[src/hw/rtl/patc_pkg.sv]
// Shared types, widths, register indexes and constants of the packet airtime calculator.
package patc_pkg;

  localparam int unsigned LEN_W      = 8;
  localparam int unsigned AIRTIME_W  = 26;
  localparam int unsigned SF_W       = 4;
  localparam int unsigned BW_W       = 19;
  localparam int unsigned CR_W       = 4;
  localparam int unsigned PRE_W      = 16;
  localparam int unsigned CFG_IDX_W  = 3;
  localparam int unsigned CFG_DATA_W = 19;

  // m = 2*len + 7 + 4*crc - sf, at most 516
  localparam int unsigned M_W     = 10;
  // d = sf - 2*ldro, 3..12
  localparam int unsigned D_W     = 4;
  // ceil(m / d), at most 172
  localparam int unsigned BLK_W   = 8;
  localparam int unsigned BC_W    = BLK_W + CR_W;
  localparam int unsigned QTR_W   = 19;
  localparam int unsigned Q250_W  = 27;
  // quarters * 250 * 2^sf + bw - 1
  localparam int unsigned NUM_W   = 39;

  localparam int unsigned QUEUE_DEPTH = 2;

  localparam logic [SF_W-1:0] SF_MIN = SF_W'(5);
  localparam logic [SF_W-1:0] SF_MAX = SF_W'(12);
  localparam logic [BW_W-1:0] BW_MIN = BW_W'(7812);
  localparam logic [BW_W-1:0] BW_MAX = BW_W'(500000);

  // 8*len + 28 + 16*crc - 4*sf is a multiple of four: work in quarters of it
  localparam logic [M_W-1:0]    M_BASE    = M_W'(7);
  localparam logic [M_W-1:0]    M_CRC     = M_W'(4);
  // 4*4.25 preamble tail plus 4*8 header symbols
  localparam logic [QTR_W-1:0]  QTR_BASE  = QTR_W'(49);
  localparam logic [Q250_W-1:0] MS_SCALE  = Q250_W'(250);

  localparam logic [CFG_IDX_W-1:0] REG_SF   = CFG_IDX_W'(0);
  localparam logic [CFG_IDX_W-1:0] REG_BW   = CFG_IDX_W'(1);
  localparam logic [CFG_IDX_W-1:0] REG_CR   = CFG_IDX_W'(2);
  localparam logic [CFG_IDX_W-1:0] REG_PRE  = CFG_IDX_W'(3);
  localparam logic [CFG_IDX_W-1:0] REG_LDRO = CFG_IDX_W'(4);
  localparam logic [CFG_IDX_W-1:0] REG_CRC  = CFG_IDX_W'(5);

  typedef struct packed {
    logic [SF_W-1:0]  sf;
    logic [BW_W-1:0]  bw;
    logic [CR_W-1:0]  cr;
    logic [PRE_W-1:0] pre;
    logic             ldro;
    logic             crc;
  } cfg_t;

  localparam cfg_t CFG_RESET = '{
    sf:   SF_W'(7),
    bw:   BW_W'(250000),
    cr:   CR_W'(5),
    pre:  PRE_W'(16),
    ldro: 1'b0,
    crc:  1'b1
  };

  typedef struct packed {
    logic [M_W-1:0] m;
    logic [D_W-1:0] d;
  } item_t;

  function automatic logic [SF_W-1:0] clamp_sf(input logic [SF_W-1:0] v);
    logic [SF_W-1:0] r;
    r = v;
    if (v < SF_MIN) r = SF_MIN;
    if (v > SF_MAX) r = SF_MAX;
    return r;
  endfunction

  function automatic logic [BW_W-1:0] clamp_bw(input logic [BW_W-1:0] v);
    logic [BW_W-1:0] r;
    r = v;
    if (v < BW_MIN) r = BW_MIN;
    if (v > BW_MAX) r = BW_MAX;
    return r;
  endfunction

endpackage

[src/hw/rtl/patc_div.sv]
// Pipelined restoring divider, one quotient bit per stage.
module patc_div #(
  parameter int unsigned NumW = 10,
  parameter int unsigned DvsW = 4,
  parameter int unsigned QuoW = 8
) (
  input  logic            clk_i,
  input  logic            rst_ni,
  input  logic            valid_i,
  input  logic [NumW-1:0] dividend_i,
  input  logic [DvsW-1:0] divisor_i,
  output logic            valid_o,
  output logic [QuoW-1:0] quotient_o
);

  // caller guarantees dividend >> QuoW is below the divisor
  logic            vld_q [QuoW];
  logic [DvsW-1:0] rem_q [QuoW];
  logic [QuoW-1:0] low_q [QuoW];
  logic [QuoW-1:0] quo_q [QuoW];
  logic [DvsW-1:0] dvs_q [QuoW];

  for (genvar s = 0; s < QuoW; s++) begin : g_stage
    logic            vld_in;
    logic [DvsW-1:0] rem_in;
    logic [QuoW-1:0] low_in;
    logic [QuoW-1:0] quo_in;
    logic [DvsW-1:0] dvs_in;
    logic [DvsW:0]   trial;
    logic            ge;
    logic [DvsW-1:0] rem_d;

    if (s == 0) begin : g_first
      assign vld_in = valid_i;
      assign rem_in = DvsW'(dividend_i >> QuoW);
      assign low_in = dividend_i[QuoW-1:0];
      assign quo_in = '0;
      assign dvs_in = divisor_i;
    end else begin : g_next
      assign vld_in = vld_q[s-1];
      assign rem_in = rem_q[s-1];
      assign low_in = low_q[s-1];
      assign quo_in = quo_q[s-1];
      assign dvs_in = dvs_q[s-1];
    end

    assign trial = {rem_in, low_in[QuoW-1]};
    assign ge    = trial >= {1'b0, dvs_in};
    assign rem_d = ge ? DvsW'(trial - {1'b0, dvs_in}) : DvsW'(trial);

    always_ff @(posedge clk_i or negedge rst_ni) begin
      if (!rst_ni) begin
        vld_q[s] <= 1'b0;
      end else begin
        vld_q[s] <= vld_in;
      end
    end

    always_ff @(posedge clk_i) begin
      rem_q[s] <= rem_d;
      low_q[s] <= low_in << 1;
      quo_q[s] <= {quo_in[QuoW-2:0], ge};
      dvs_q[s] <= dvs_in;
    end
  end

  assign valid_o    = vld_q[QuoW-1];
  assign quotient_o = quo_q[QuoW-1];

endmodule

[src/hw/rtl/patc_front.sv]
// Front end: takes requests, works out the block numerator and divisor.
module patc_front (
  input  logic                       clk_i,
  input  logic                       rst_ni,
  input  logic                       start,
  output logic                       busy,
  input  logic [patc_pkg::LEN_W-1:0] payload_length_i,
  input  patc_pkg::cfg_t             cfg_i,
  input  logic                       full_i,
  output logic                       push_o,
  output patc_pkg::item_t            item_o
);

  logic                      vld_q;
  patc_pkg::item_t           item_q;
  patc_pkg::item_t           item_d;
  logic [patc_pkg::M_W-1:0]  sum;
  logic                      accept;

  assign busy   = vld_q && full_i;
  assign accept = start && !busy;
  assign push_o = vld_q && !full_i;
  assign item_o = item_q;

  // payload blocks = ceil(m / d), m clamped at zero
  always_comb begin
    sum = patc_pkg::M_W'({payload_length_i, 1'b0}) + patc_pkg::M_BASE
        + (cfg_i.crc ? patc_pkg::M_CRC : '0);
    item_d.m = (sum > patc_pkg::M_W'(cfg_i.sf)) ? sum - patc_pkg::M_W'(cfg_i.sf) : '0;
    item_d.d = patc_pkg::D_W'(cfg_i.sf - {cfg_i.ldro, 1'b0});
  end

  always_ff @(posedge clk_i or negedge rst_ni) begin
    if (!rst_ni) begin
      vld_q <= 1'b0;
    end else if (!busy) begin
      vld_q <= start;
    end
  end

  always_ff @(posedge clk_i) begin
    if (accept) begin
      item_q <= item_d;
    end
  end

endmodule

[src/hw/rtl/patc_fifo.sv]
// Short request queue between front and back; drains one entry per cycle.
module patc_fifo #(
  parameter int unsigned Depth = patc_pkg::QUEUE_DEPTH
) (
  input  logic            clk_i,
  input  logic            rst_ni,
  input  logic            push_i,
  input  patc_pkg::item_t item_i,
  output logic            full_o,
  output logic            valid_o,
  output patc_pkg::item_t item_o
);

  localparam int unsigned PtrW = (Depth > 1) ? $clog2(Depth) : 1;
  localparam int unsigned CntW = $clog2(Depth + 1);

  patc_pkg::item_t mem_q [Depth];
  logic [PtrW-1:0] wr_ptr_q, wr_ptr_d;
  logic [PtrW-1:0] rd_ptr_q, rd_ptr_d;
  logic [CntW-1:0] cnt_q, cnt_d;
  logic            pop;

  assign pop     = cnt_q != '0;
  assign full_o  = cnt_q == CntW'(Depth);
  assign valid_o = pop;
  assign item_o  = mem_q[rd_ptr_q];

  always_comb begin
    wr_ptr_d = wr_ptr_q;
    rd_ptr_d = rd_ptr_q;
    if (push_i) begin
      wr_ptr_d = (wr_ptr_q == PtrW'(Depth - 1)) ? '0 : wr_ptr_q + 1'b1;
    end
    if (pop) begin
      rd_ptr_d = (rd_ptr_q == PtrW'(Depth - 1)) ? '0 : rd_ptr_q + 1'b1;
    end
    case ({push_i, pop})
      2'b10:   cnt_d = cnt_q + 1'b1;
      2'b01:   cnt_d = cnt_q - 1'b1;
      default: cnt_d = cnt_q;
    endcase
  end

  always_ff @(posedge clk_i or negedge rst_ni) begin
    if (!rst_ni) begin
      wr_ptr_q <= '0;
      rd_ptr_q <= '0;
      cnt_q    <= '0;
    end else begin
      wr_ptr_q <= wr_ptr_d;
      rd_ptr_q <= rd_ptr_d;
      cnt_q    <= cnt_d;
    end
  end

  always_ff @(posedge clk_i) begin
    if (push_i) begin
      mem_q[wr_ptr_q] <= item_i;
    end
  end

endmodule

[src/hw/rtl/patc_back.sv]
// Back end: block division, quarter-symbol count, scaling and the bandwidth division.
module patc_back (
  input  logic                           clk_i,
  input  logic                           rst_ni,
  input  logic                           valid_i,
  input  patc_pkg::item_t                item_i,
  input  patc_pkg::cfg_t                 cfg_i,
  output logic                           done_o,
  output logic [patc_pkg::AIRTIME_W-1:0] airtime_ms_o
);

  logic [patc_pkg::M_W-1:0]    blk_num;
  logic                        blk_vld;
  logic [patc_pkg::BLK_W-1:0]  blk;

  logic                        a_vld_q, b_vld_q, c_vld_q, d_vld_q;
  logic [patc_pkg::BC_W-1:0]   bc_q, bc_d;
  logic [patc_pkg::QTR_W-1:0]  qtr_q, qtr_d;
  logic [patc_pkg::Q250_W-1:0] q250_q, q250_d;
  logic [patc_pkg::NUM_W-1:0]  num_q, num_d;

  // ceiling division: (m + d - 1) / d
  assign blk_num = item_i.m + patc_pkg::M_W'(item_i.d) - patc_pkg::M_W'(1);

  patc_div #(
    .NumW(patc_pkg::M_W),
    .DvsW(patc_pkg::D_W),
    .QuoW(patc_pkg::BLK_W)
  ) u_blk_div (
    .clk_i,
    .rst_ni,
    .valid_i   (valid_i),
    .dividend_i(blk_num),
    .divisor_i (item_i.d),
    .valid_o   (blk_vld),
    .quotient_o(blk)
  );

  always_comb begin
    bc_d   = patc_pkg::BC_W'(blk) * patc_pkg::BC_W'(cfg_i.cr);
    qtr_d  = patc_pkg::QTR_W'({cfg_i.pre, 2'b00}) + patc_pkg::QTR_BASE
           + patc_pkg::QTR_W'({bc_q, 2'b00});
    q250_d = patc_pkg::Q250_W'(qtr_q) * patc_pkg::MS_SCALE;
    num_d  = (patc_pkg::NUM_W'(q250_q) << cfg_i.sf) + patc_pkg::NUM_W'(cfg_i.bw)
           - patc_pkg::NUM_W'(1);
  end

  always_ff @(posedge clk_i or negedge rst_ni) begin
    if (!rst_ni) begin
      a_vld_q <= 1'b0;
      b_vld_q <= 1'b0;
      c_vld_q <= 1'b0;
      d_vld_q <= 1'b0;
    end else begin
      a_vld_q <= blk_vld;
      b_vld_q <= a_vld_q;
      c_vld_q <= b_vld_q;
      d_vld_q <= c_vld_q;
    end
  end

  always_ff @(posedge clk_i) begin
    bc_q   <= bc_d;
    qtr_q  <= qtr_d;
    q250_q <= q250_d;
    num_q  <= num_d;
  end

  patc_div #(
    .NumW(patc_pkg::NUM_W),
    .DvsW(patc_pkg::BW_W),
    .QuoW(patc_pkg::AIRTIME_W)
  ) u_bw_div (
    .clk_i,
    .rst_ni,
    .valid_i   (d_vld_q),
    .dividend_i(num_q),
    .divisor_i (cfg_i.bw),
    .valid_o   (done_o),
    .quotient_o(airtime_ms_o)
  );

endmodule

[src/hw/rtl/packet_airtime_calculator_top.sv]
// Top level of the packet airtime calculator: config registers, front, queue and back.
//
//   channel   direction  handshake                  payload
//   request   in         start high, busy low       payload_length_i
//   result    out        done_o, one-cycle strobe   airtime_ms_o
//   config    in         cfg_valid_i & cfg_ready_o  cfg_index_i, cfg_data_i
//
// One request per cycle sustained while busy stays low; the result passes through the
// front register, the queue, 8 stages of block division, four arithmetic stages and
// 26 stages of bandwidth division (one quotient bit each).
// Reset empties the pipeline and the queue and loads the register defaults.
// The result side cannot stall; busy rises only if the queue is full, which the back
// end, draining one request a cycle, never lets happen at the default queue depth of two.
module packet_airtime_calculator_top #(
  parameter int unsigned QueueDepth = patc_pkg::QUEUE_DEPTH
) (
  input  logic                            clk_i,
  input  logic                            rst_ni,
  input  logic                            start,
  output logic                            busy,
  input  logic [patc_pkg::LEN_W-1:0]      payload_length_i,
  output logic                            done_o,
  output logic [patc_pkg::AIRTIME_W-1:0]  airtime_ms_o,
  input  logic                            cfg_valid_i,
  output logic                            cfg_ready_o,
  input  logic [patc_pkg::CFG_IDX_W-1:0]  cfg_index_i,
  input  logic [patc_pkg::CFG_DATA_W-1:0] cfg_data_i
);

  patc_pkg::cfg_t  cfg_q;
  patc_pkg::item_t front_item;
  patc_pkg::item_t back_item;
  logic            push;
  logic            full;
  logic            back_vld;

  assign cfg_ready_o = 1'b1;

  // out-of-range sf and bandwidth are clamped as they are written
  always_ff @(posedge clk_i or negedge rst_ni) begin
    if (!rst_ni) begin
      cfg_q <= patc_pkg::CFG_RESET;
    end else if (cfg_valid_i) begin
      case (cfg_index_i)
        patc_pkg::REG_SF:   cfg_q.sf   <= patc_pkg::clamp_sf(cfg_data_i[patc_pkg::SF_W-1:0]);
        patc_pkg::REG_BW:   cfg_q.bw   <= patc_pkg::clamp_bw(cfg_data_i[patc_pkg::BW_W-1:0]);
        patc_pkg::REG_CR:   cfg_q.cr   <= cfg_data_i[patc_pkg::CR_W-1:0];
        patc_pkg::REG_PRE:  cfg_q.pre  <= cfg_data_i[patc_pkg::PRE_W-1:0];
        patc_pkg::REG_LDRO: cfg_q.ldro <= cfg_data_i[0];
        patc_pkg::REG_CRC:  cfg_q.crc  <= cfg_data_i[0];
        default:            cfg_q      <= cfg_q;
      endcase
    end
  end

  patc_front u_front (
    .clk_i,
    .rst_ni,
    .start,
    .busy,
    .payload_length_i,
    .cfg_i   (cfg_q),
    .full_i  (full),
    .push_o  (push),
    .item_o  (front_item)
  );

  patc_fifo #(
    .Depth(QueueDepth)
  ) u_fifo (
    .clk_i,
    .rst_ni,
    .push_i  (push),
    .item_i  (front_item),
    .full_o  (full),
    .valid_o (back_vld),
    .item_o  (back_item)
  );

  patc_back u_back (
    .clk_i,
    .rst_ni,
    .valid_i     (back_vld),
    .item_i      (back_item),
    .cfg_i       (cfg_q),
    .done_o,
    .airtime_ms_o
  );

endmodule
[config.mk]
export PLATFORM = sky130hd
export DESIGN_NAME = packet_airtime_calculator_top
export DESIGN_NICKNAME = d
export VERILOG_FILES = /design/src/hw/rtl/patc_pkg.sv /design/src/hw/rtl/patc_div.sv /design/src/hw/rtl/patc_front.sv /design/src/hw/rtl/patc_fifo.sv /design/src/hw/rtl/patc_back.sv /design/src/hw/rtl/packet_airtime_calculator_top.sv
export SDC_FILE = /design/constraint.sdc
export NUM_CORES = 2
export LEC_CHECK = 0
export BUFFER_PORTS_ARGS = -buffer_cell sky130_fd_sc_hd__buf_2
export CORE_MARGIN = 2
export CORE_UTILIZATION = 46
export DETAILED_ROUTE_END_ITERATION = 10
export GPL_TIMING_DRIVEN = 0
export REMOVE_ABC_BUFFERS = 1
export SETUP_SLACK_MARGIN = 0.15
export SKIP_CTS_REPAIR_TIMING = 1
export SYNTH_ARGS = -nofsm -noshare
export SYNTH_HDL_FRONTEND = slang
export SYNTH_SLANG_ARGS = --single-unit
[constraint.sdc]
create_clock -name clk_i -period 6.45 [get_ports clk_i]
set_clock_uncertainty 0.1 [all_clocks]
set_input_delay 1.29 -clock clk_i [delete_from_list [all_inputs] [get_ports clk_i]]
set_output_delay 1.29 -clock clk_i [all_outputs]
set_load 0.005 [all_outputs]
== Word-level counts from Yosys, hierarchy flattened ==
Memory sizes are Yosys's and may differ from the RTL's.
Cells that the tools add are included.
Cells by class
  add/subtract/negate cells: 48
  order comparisons: 39
  mux-type cells: 44
  equality and inequality tests: 8
  $mul: 2
  reduce and logical (&&, ||, !) cells: 14
  shift operators: 1
Operators by type and width (number)
  two-way mux 19 bit: 28
  greater-or-equal comparator 20 x 19 -> 1 bit: 25
  subtractor 19 bit: 25
  two-way mux 4 bit: 10
  adder 39 x 19 -> 39 bit: 1
  << shifter 27 x 4 -> 39 bit: 1
  subtractor 39 x 1 -> 39 bit, second input constant: 1
  greater-or-equal comparator 5 x 4 -> 1 bit: 7
  subtractor 4 bit: 7
  multiplier 19 x 7 -> 26 bit, second input constant: 1
  adder 18 x 6 -> 19 bit, second input constant: 1
  adder 19 x 14 -> 19 bit: 1
  greater-or-equal comparator 14 x 19 -> 1 bit: 1
  greater-than comparator 19 bit, second input constant: 1
  < comparator 19 x 13 -> 1 bit, second input constant: 1
  subtractor 14 x 19 -> 19 bit: 1
  multiplier 8 x 4 -> 12 bit: 1
  AND reduction 2 bit: 6
  adder 10 bit: 1
  adder 10 x 4 -> 10 bit: 1
  adder 9 x 3 -> 10 bit, second input constant: 1
  greater-than comparator 10 x 4 -> 1 bit: 1
  subtractor 10 x 1 -> 10 bit, second input constant: 1
  subtractor 10 x 4 -> 10 bit: 1
  20 further kinds: 31
Word-level totals
  logic and storage cells: 219
  output and inout bits: 29
  bits in registers: 198
  RAM bits: 2526
  memories kept: 9
Memories
  u_back.u_bw_div.quo_q: words 26, bits a word 26, rd ports 26, clocked after Yosys merged registers in 0, wr ports 26, RTL line patc_div.sv:20  | logic [QuoW-1:0] quo_q [QuoW];
  u_back.u_bw_div.low_q: words 26, bits a word 25, rd ports 25, clocked after Yosys merged registers in 0, wr ports 26, RTL line patc_div.sv:19  | logic [QuoW-1:0] low_q [QuoW];
  u_back.u_bw_div.dvs_q: words 26, bits a word 19, rd ports 25, clocked after Yosys merged registers in 0, wr ports 26, RTL line patc_div.sv:21  | logic [DvsW-1:0] dvs_q [QuoW];
  u_back.u_bw_div.rem_q: words 26, bits a word 19, rd ports 25, clocked after Yosys merged registers in 0, wr ports 26, RTL line patc_div.sv:18  | logic [DvsW-1:0] rem_q [QuoW];
  u_back.u_blk_div.quo_q: words 8, bits a word 8, rd ports 8, clocked after Yosys merged registers in 0, wr ports 8, RTL line patc_div.sv:20
  u_back.u_blk_div.low_q: words 8, bits a word 7, rd ports 7, clocked after Yosys merged registers in 0, wr ports 8, RTL line patc_div.sv:19
  +3 memories

== Depth between registers and ports, before layout ==
  word-level depth: 5
  mapped depth: 22
  mapped depth without buffers: 20

== Hierarchy ==
From an unflattened synthesis, not the netlist that was laid out.
Unflattened totals
  cells, all modules: 7766
  area, all modules: 80667.4 um^2
Modules (own cells, without submodules)
  patc_div at u_back.u_bw_div: cells an instance 5893, area each 61674.2 um^2, instances 1
  patc_back: cells an instance 1232, area each 10659.0 um^2, instances 1
  patc_div at u_back.u_blk_div: cells an instance 326, area each 4072.7 um^2, instances 1
  packet_airtime_calculator_top: cells an instance 161, area each 1965.6 um^2, instances 1
  patc_fifo: cells an instance 60, area each 1249.9 um^2, instances 1
  patc_front: cells an instance 94, area each 1046.0 um^2, instances 1

== Worst setup path before layout ==
OpenSTA, ideal clock, no wires.
  kind: register to register
  from: register cfg_q[41] (netlist name)
  to: register u_back.num_q[37] (netlist name)
  buffers on the path: 2
  period minus slack after synthesis: 4625 ps
  path slack: 1825 ps
  data arrival time: 4453 ps
  stages on the path, launching flop included: 20
  path through: dfstp_2 > buf_2 > buf_1 > mux4_2 > mux2i_1 > nor2_1 > a21oi_1 > ha_1 > inv_1 > ha_1 > and3_1 > a221o_1 > a31oi_1 > o31ai_2 > a211o_1 > nand3_1 > o31ai_1 > a21o_1 > o221ai_1 > xnor2_1
On the way
  longest elaborated chain between the ends: 3
Ends and longest elaborated chain
  start: declaration: RTL line packet_airtime_calculator_top.sv:30  | patc_pkg::cfg_t cfg_q;
  start signal: assignment: RTL line packet_airtime_calculator_top.sv:42  | cfg_q <= patc_pkg::CFG_RESET;
  start signal: assignment: RTL line packet_airtime_calculator_top.sv:51  | default: cfg_q <= cfg_q;
  << shifter 27 x 4 -> 39 bit: RTL line patc_back.sv:44  | num_d = (patc_pkg::NUM_W'(q250_q) << cfg_i.sf) + patc_pkg::NUM_W'(cfg_i.bw)
  adder 39 x 19 -> 39 bit: RTL line patc_back.sv:44
  subtractor 39 x 1 -> 39 bit: RTL line patc_back.sv:45  | - patc_pkg::NUM_W'(1);
  named net u_back.num_d, one bit: RTL line patc_back.sv:20  | logic [patc_pkg::NUM_W-1:0] num_q, num_d;
  end signal: assignment: RTL line patc_back.sv:66  | num_q <= num_d;
  end: declaration: RTL line patc_back.sv:20
The timed path passes the listed nets, and every way through them passes these cells.
A chain may end at the register's enable or synchronous reset.

== Worst setup path in the final report ==
  from: register cfg_q[43] (netlist name)
  to: register u_back.num_q[35] (netlist name)
Same word-level chain as after synthesis.

==> results_dict.tcl <==
set metrics [dict create \
    slew_violations 0 \
    ys_seq_area_share_pct 50.6 \
    die-width_um 420 \
    start_kind "flip-flop" \
    ys_ff_latch 1968 \
    m1WireLength_um 68200 \
    wl_um 145000 \
    die_area_um2 176000 \
    arrival_ns 6.16 \
    yosys.area_share.simple_pct 9.22 \
    synth_top_area_cell "dfxtp_1" \
    setup_viol 0 \
    hold_path_class "flip-flop to flip-flop" \
    num_vias 51152 \
    synth-xor-area-share_pct 5.16 \
    fillCellCount 15330 \
    synthTopCellsByCount "1838 x dfxtp_1, 892 x inv_1, 692 x ha_1, 566 x nand2_1, 500 x o21ai_0" \
    core-area_um2 172000 \
    netlist_area_um2 79600 \
    multi_input_area_um2 35400 \
    slowest_stage "clkinv_1" \
    clkTransAtPathRegs_ns 0.06 \
    synth_top_family_by_area "adder cells" \
    slew_headroom_pct 15.5 \
    start_util_pct 46.3 \
    dp.final_hpwl_um 110000 \
    grt_pass1_vias 50358 \
    fmaxAchievable_ghz 0.180 \
    synthAdderAreaFrac_pct 13.6 \
    path_cells "clkinv_1, mux2i_1, or2_2, ha_1, inv_1, ha_1, nor2_1, a211oi_1, nor2_1, o31ai_2, a211o_1, nand3_1, o311a_1, nor3_1, o22ai_1, xnor2_1" \
    yosys_warnings 0 \
    ys.flop_type "dfxtp_1" \
    cts_root_buf "clkbuf_16" \
    path_max_fanout 25 \
    antenna_found_initial 2 \
    routed.top_layer "met5" \
    num_io_pins 63 \
    seq_area_um2 40300 \
    cts_inserted_buffers 199 \
    synthMostInstantiatedCell "dfxtp_1" \
    cts.sinks 1968 \
    min_period_over_period_pct 86.3 \
    first_pass_iters 6 \
    gr-total-overflow 0 \
    drive_gt1_share_pct 8.50 \
    gp_congestion 0.885 \
    syn2layout_area_growth_pct 12.6 \
    drtIter0Drc 2481 \
    port-buffer-count 61 \
    synth_area_per_cell_um2 10.4 \
    wl_met3_um 5990 \
    cts_tree "built" \
    ant_nets 0 \
    core.rowCount 152 \
    grt_usage_pct 16.6 \
    ys_types 109 \
    rsz0062_at_grt "no" \
    grt_max_degree 59 \
    worst_slew_pin_slew_ns 1.27 \
    htree_num_levels 4 \
    fin_tns_setup_ns 0 \
    crit_path_end_kind "flip-flop" \
    synthTopCellsByArea "dfxtp_1 46%, ha_1 11%, inv_1 4.2%, xnor2_1 3.2%, o21ai_0 3.1%" \
    hold_viol 0 \
    criticalPathCategory "flip-flop to flip-flop" \
    synth_top_area_share_pct 46.2 \
    die_h_um 420 \
    period_needed_ns 5.57 \
    drc 0 \
    synth_cells 7673 \
    synth_compound_area_share_pct 12.9 \
    wl_per_cell_um 14.1 \
    clockBufferDepth 3 \
    fin_nets 8670 \
    cpPeakStageDelay_ns 0.91 \
    ys_async_sr_fraction_pct 4.47 \
    clkLatencyLatePin_ns 0.83 \
    status "finished, final reports clean" \
    required_ns 7.04 \
    avgViaCountPerCell 4.96 \
    wl_met2_um 67700 \
    synthMuxAreaShare_pct 3.55 \
    max-cap-violations 0 \
    synth-edff-count 42 \
    grt_pass1_wl_um 243000 \
]
-- worst max-delay path: cells and delay by family (launching register included) --
family / cells / cell delay [ns]
buffers and inverters: 2 / 0.95
AND/OR/NAND/NOR: 5 / 0.93
adder cells (fa/ha/maj): 2 / 0.64
XOR/XNOR: 1 / 0.28
AO/OA/AOI/OAI: 5 / 1.44
multiplexers: 1 / 0.34
flip-flops: 1 / 0.76
-- area by class of cell --
type | count | share of cell area, %
Inverter | 901 | 3.77
Timing Repair Buffer | 75 | 0.567
Clock buffer | 274 | 6.36
Clock inverter | 94 | 1.56
Antenna cell | 2 | 0.00559
Tap cell | 2310 | 3.23
Multi-Input combinational cell | 4691 | 39.6
Sequential cell | 1968 | 45.0
-- layout by cell type, fill, tap and decap left out, drive strengths merged, types with 25 or more instances in the layout --
master / netlist / final
a211oi: 41 / 41
a21boi: 29 / 29
a21o: 174 / 174
a21oi: 435 / 435
a31oi: 47 / 47
and2: 37 / 37
and3: 36 / 36
buf: 59 / 75
clkbuf: 54 / 274
clkinv: 1 / 49
dfrtp: 74 / 74
dfxtp: 1838 / 1838
edfxtp: 42 / 42
fa: 108 / 108
ha: 692 / 692
inv: 900 / 910
mux2: 161 / 161
mux2i: 61 / 61
nand2: 568 / 568
nand2b: 73 / 73
nand3: 90 / 90
nand4: 78 / 78
nor2: 354 / 354
nor2b: 102 / 102
nor3: 94 / 94
o211ai: 25 / 25
o21a: 85 / 85
o21ai: 528 / 528
o21bai: 53 / 53
o31a: 28 / 28
o31ai: 44 / 44
or2: 26 / 26
or3: 41 / 41
xnor2: 290 / 290
xor2: 179 / 179
-- metal layers --
layer,up-vias,global-route usage (%)
met5,-,0
met4,2,5.30
li1,26296,-
met2,849,27.8
met1,23764,21.7
met3,241,2.67
-- metrics by stage --
step	setup WS, ns	std cells	hold slack (ns)	util (%)	instance area [um^2]
after floorplan	1.83	7560	0.210	-	79000
after global placement	1.02	9931	0.210	47.9	82200
after detailed placement	1.02	9943	0.212	48.0	82400
after CTS	0.966	10311	0.195	52.1	89500
after global routing	0.530	10313	0.205	52.2	89600
final	0.884	10315	0.196	52.2	89600
-- cell families (layout without fill, tap and decap cells) --
group,Yosys count,count (layout)
other,1,3
flip-flops,1968,1968
XOR/XNOR,469,469
multiplexers,235,235
AND/OR/NAND/NOR,1561,1561
adder cells (fa/ha/maj),800,800
AO/OA/AOI/OAI,1625,1625
buffers and inverters,1014,1344
-- state kept, by name (all words and copies together), names as in the netlist, 12 cells and up --
name and flops:
u_back.u_blk_div.dvs_q 28, u_back.num_q 39, u_back.u_bw_div.quo_q 351, u_back.u_bw_div.low_q 325
cfg_q 45, u_front.item_o 14, u_fifo.mem_q 28, u_back.qtr_q 17
u_back.u_blk_div.quo_q 36, u_back.u_blk_div.rem_q 28, u_back.q250_q 24, u_back.bc_q 12
u_back.u_bw_div.g_stage.vld_in 25, u_back.u_blk_div.low_q 28, u_back.u_bw_div.rem_q 475, u_back.u_bw_div.dvs_q 475
-- final timing paths --
check | startpoint | end | slack (ns) | cells after the start
worst max-delay path | cfg_q[43] | u_back.num_q[35] | 0.88 | 16
worst min-delay path | u_back.u_bw_div.low_q[0][262] | u_back.u_bw_div.low_q[0][288] | 0.20 | 0
worst max register to register | cfg_q[43] | u_back.num_q[35] | 0.88 | 16
worst min register to register | u_back.u_bw_div.low_q[0][262] | u_back.u_bw_div.low_q[0][288] | 0.20 | 0
max in group asynchronous | rst_ni | cfg_q[37] | 5.27 | 2
min in group asynchronous | rst_ni | u_fifo.wr_ptr_q | 0.29 | 1
Power is not shown: default switching activity piles up to over one toggle a cycle in this logic, so the estimate is an artifact.
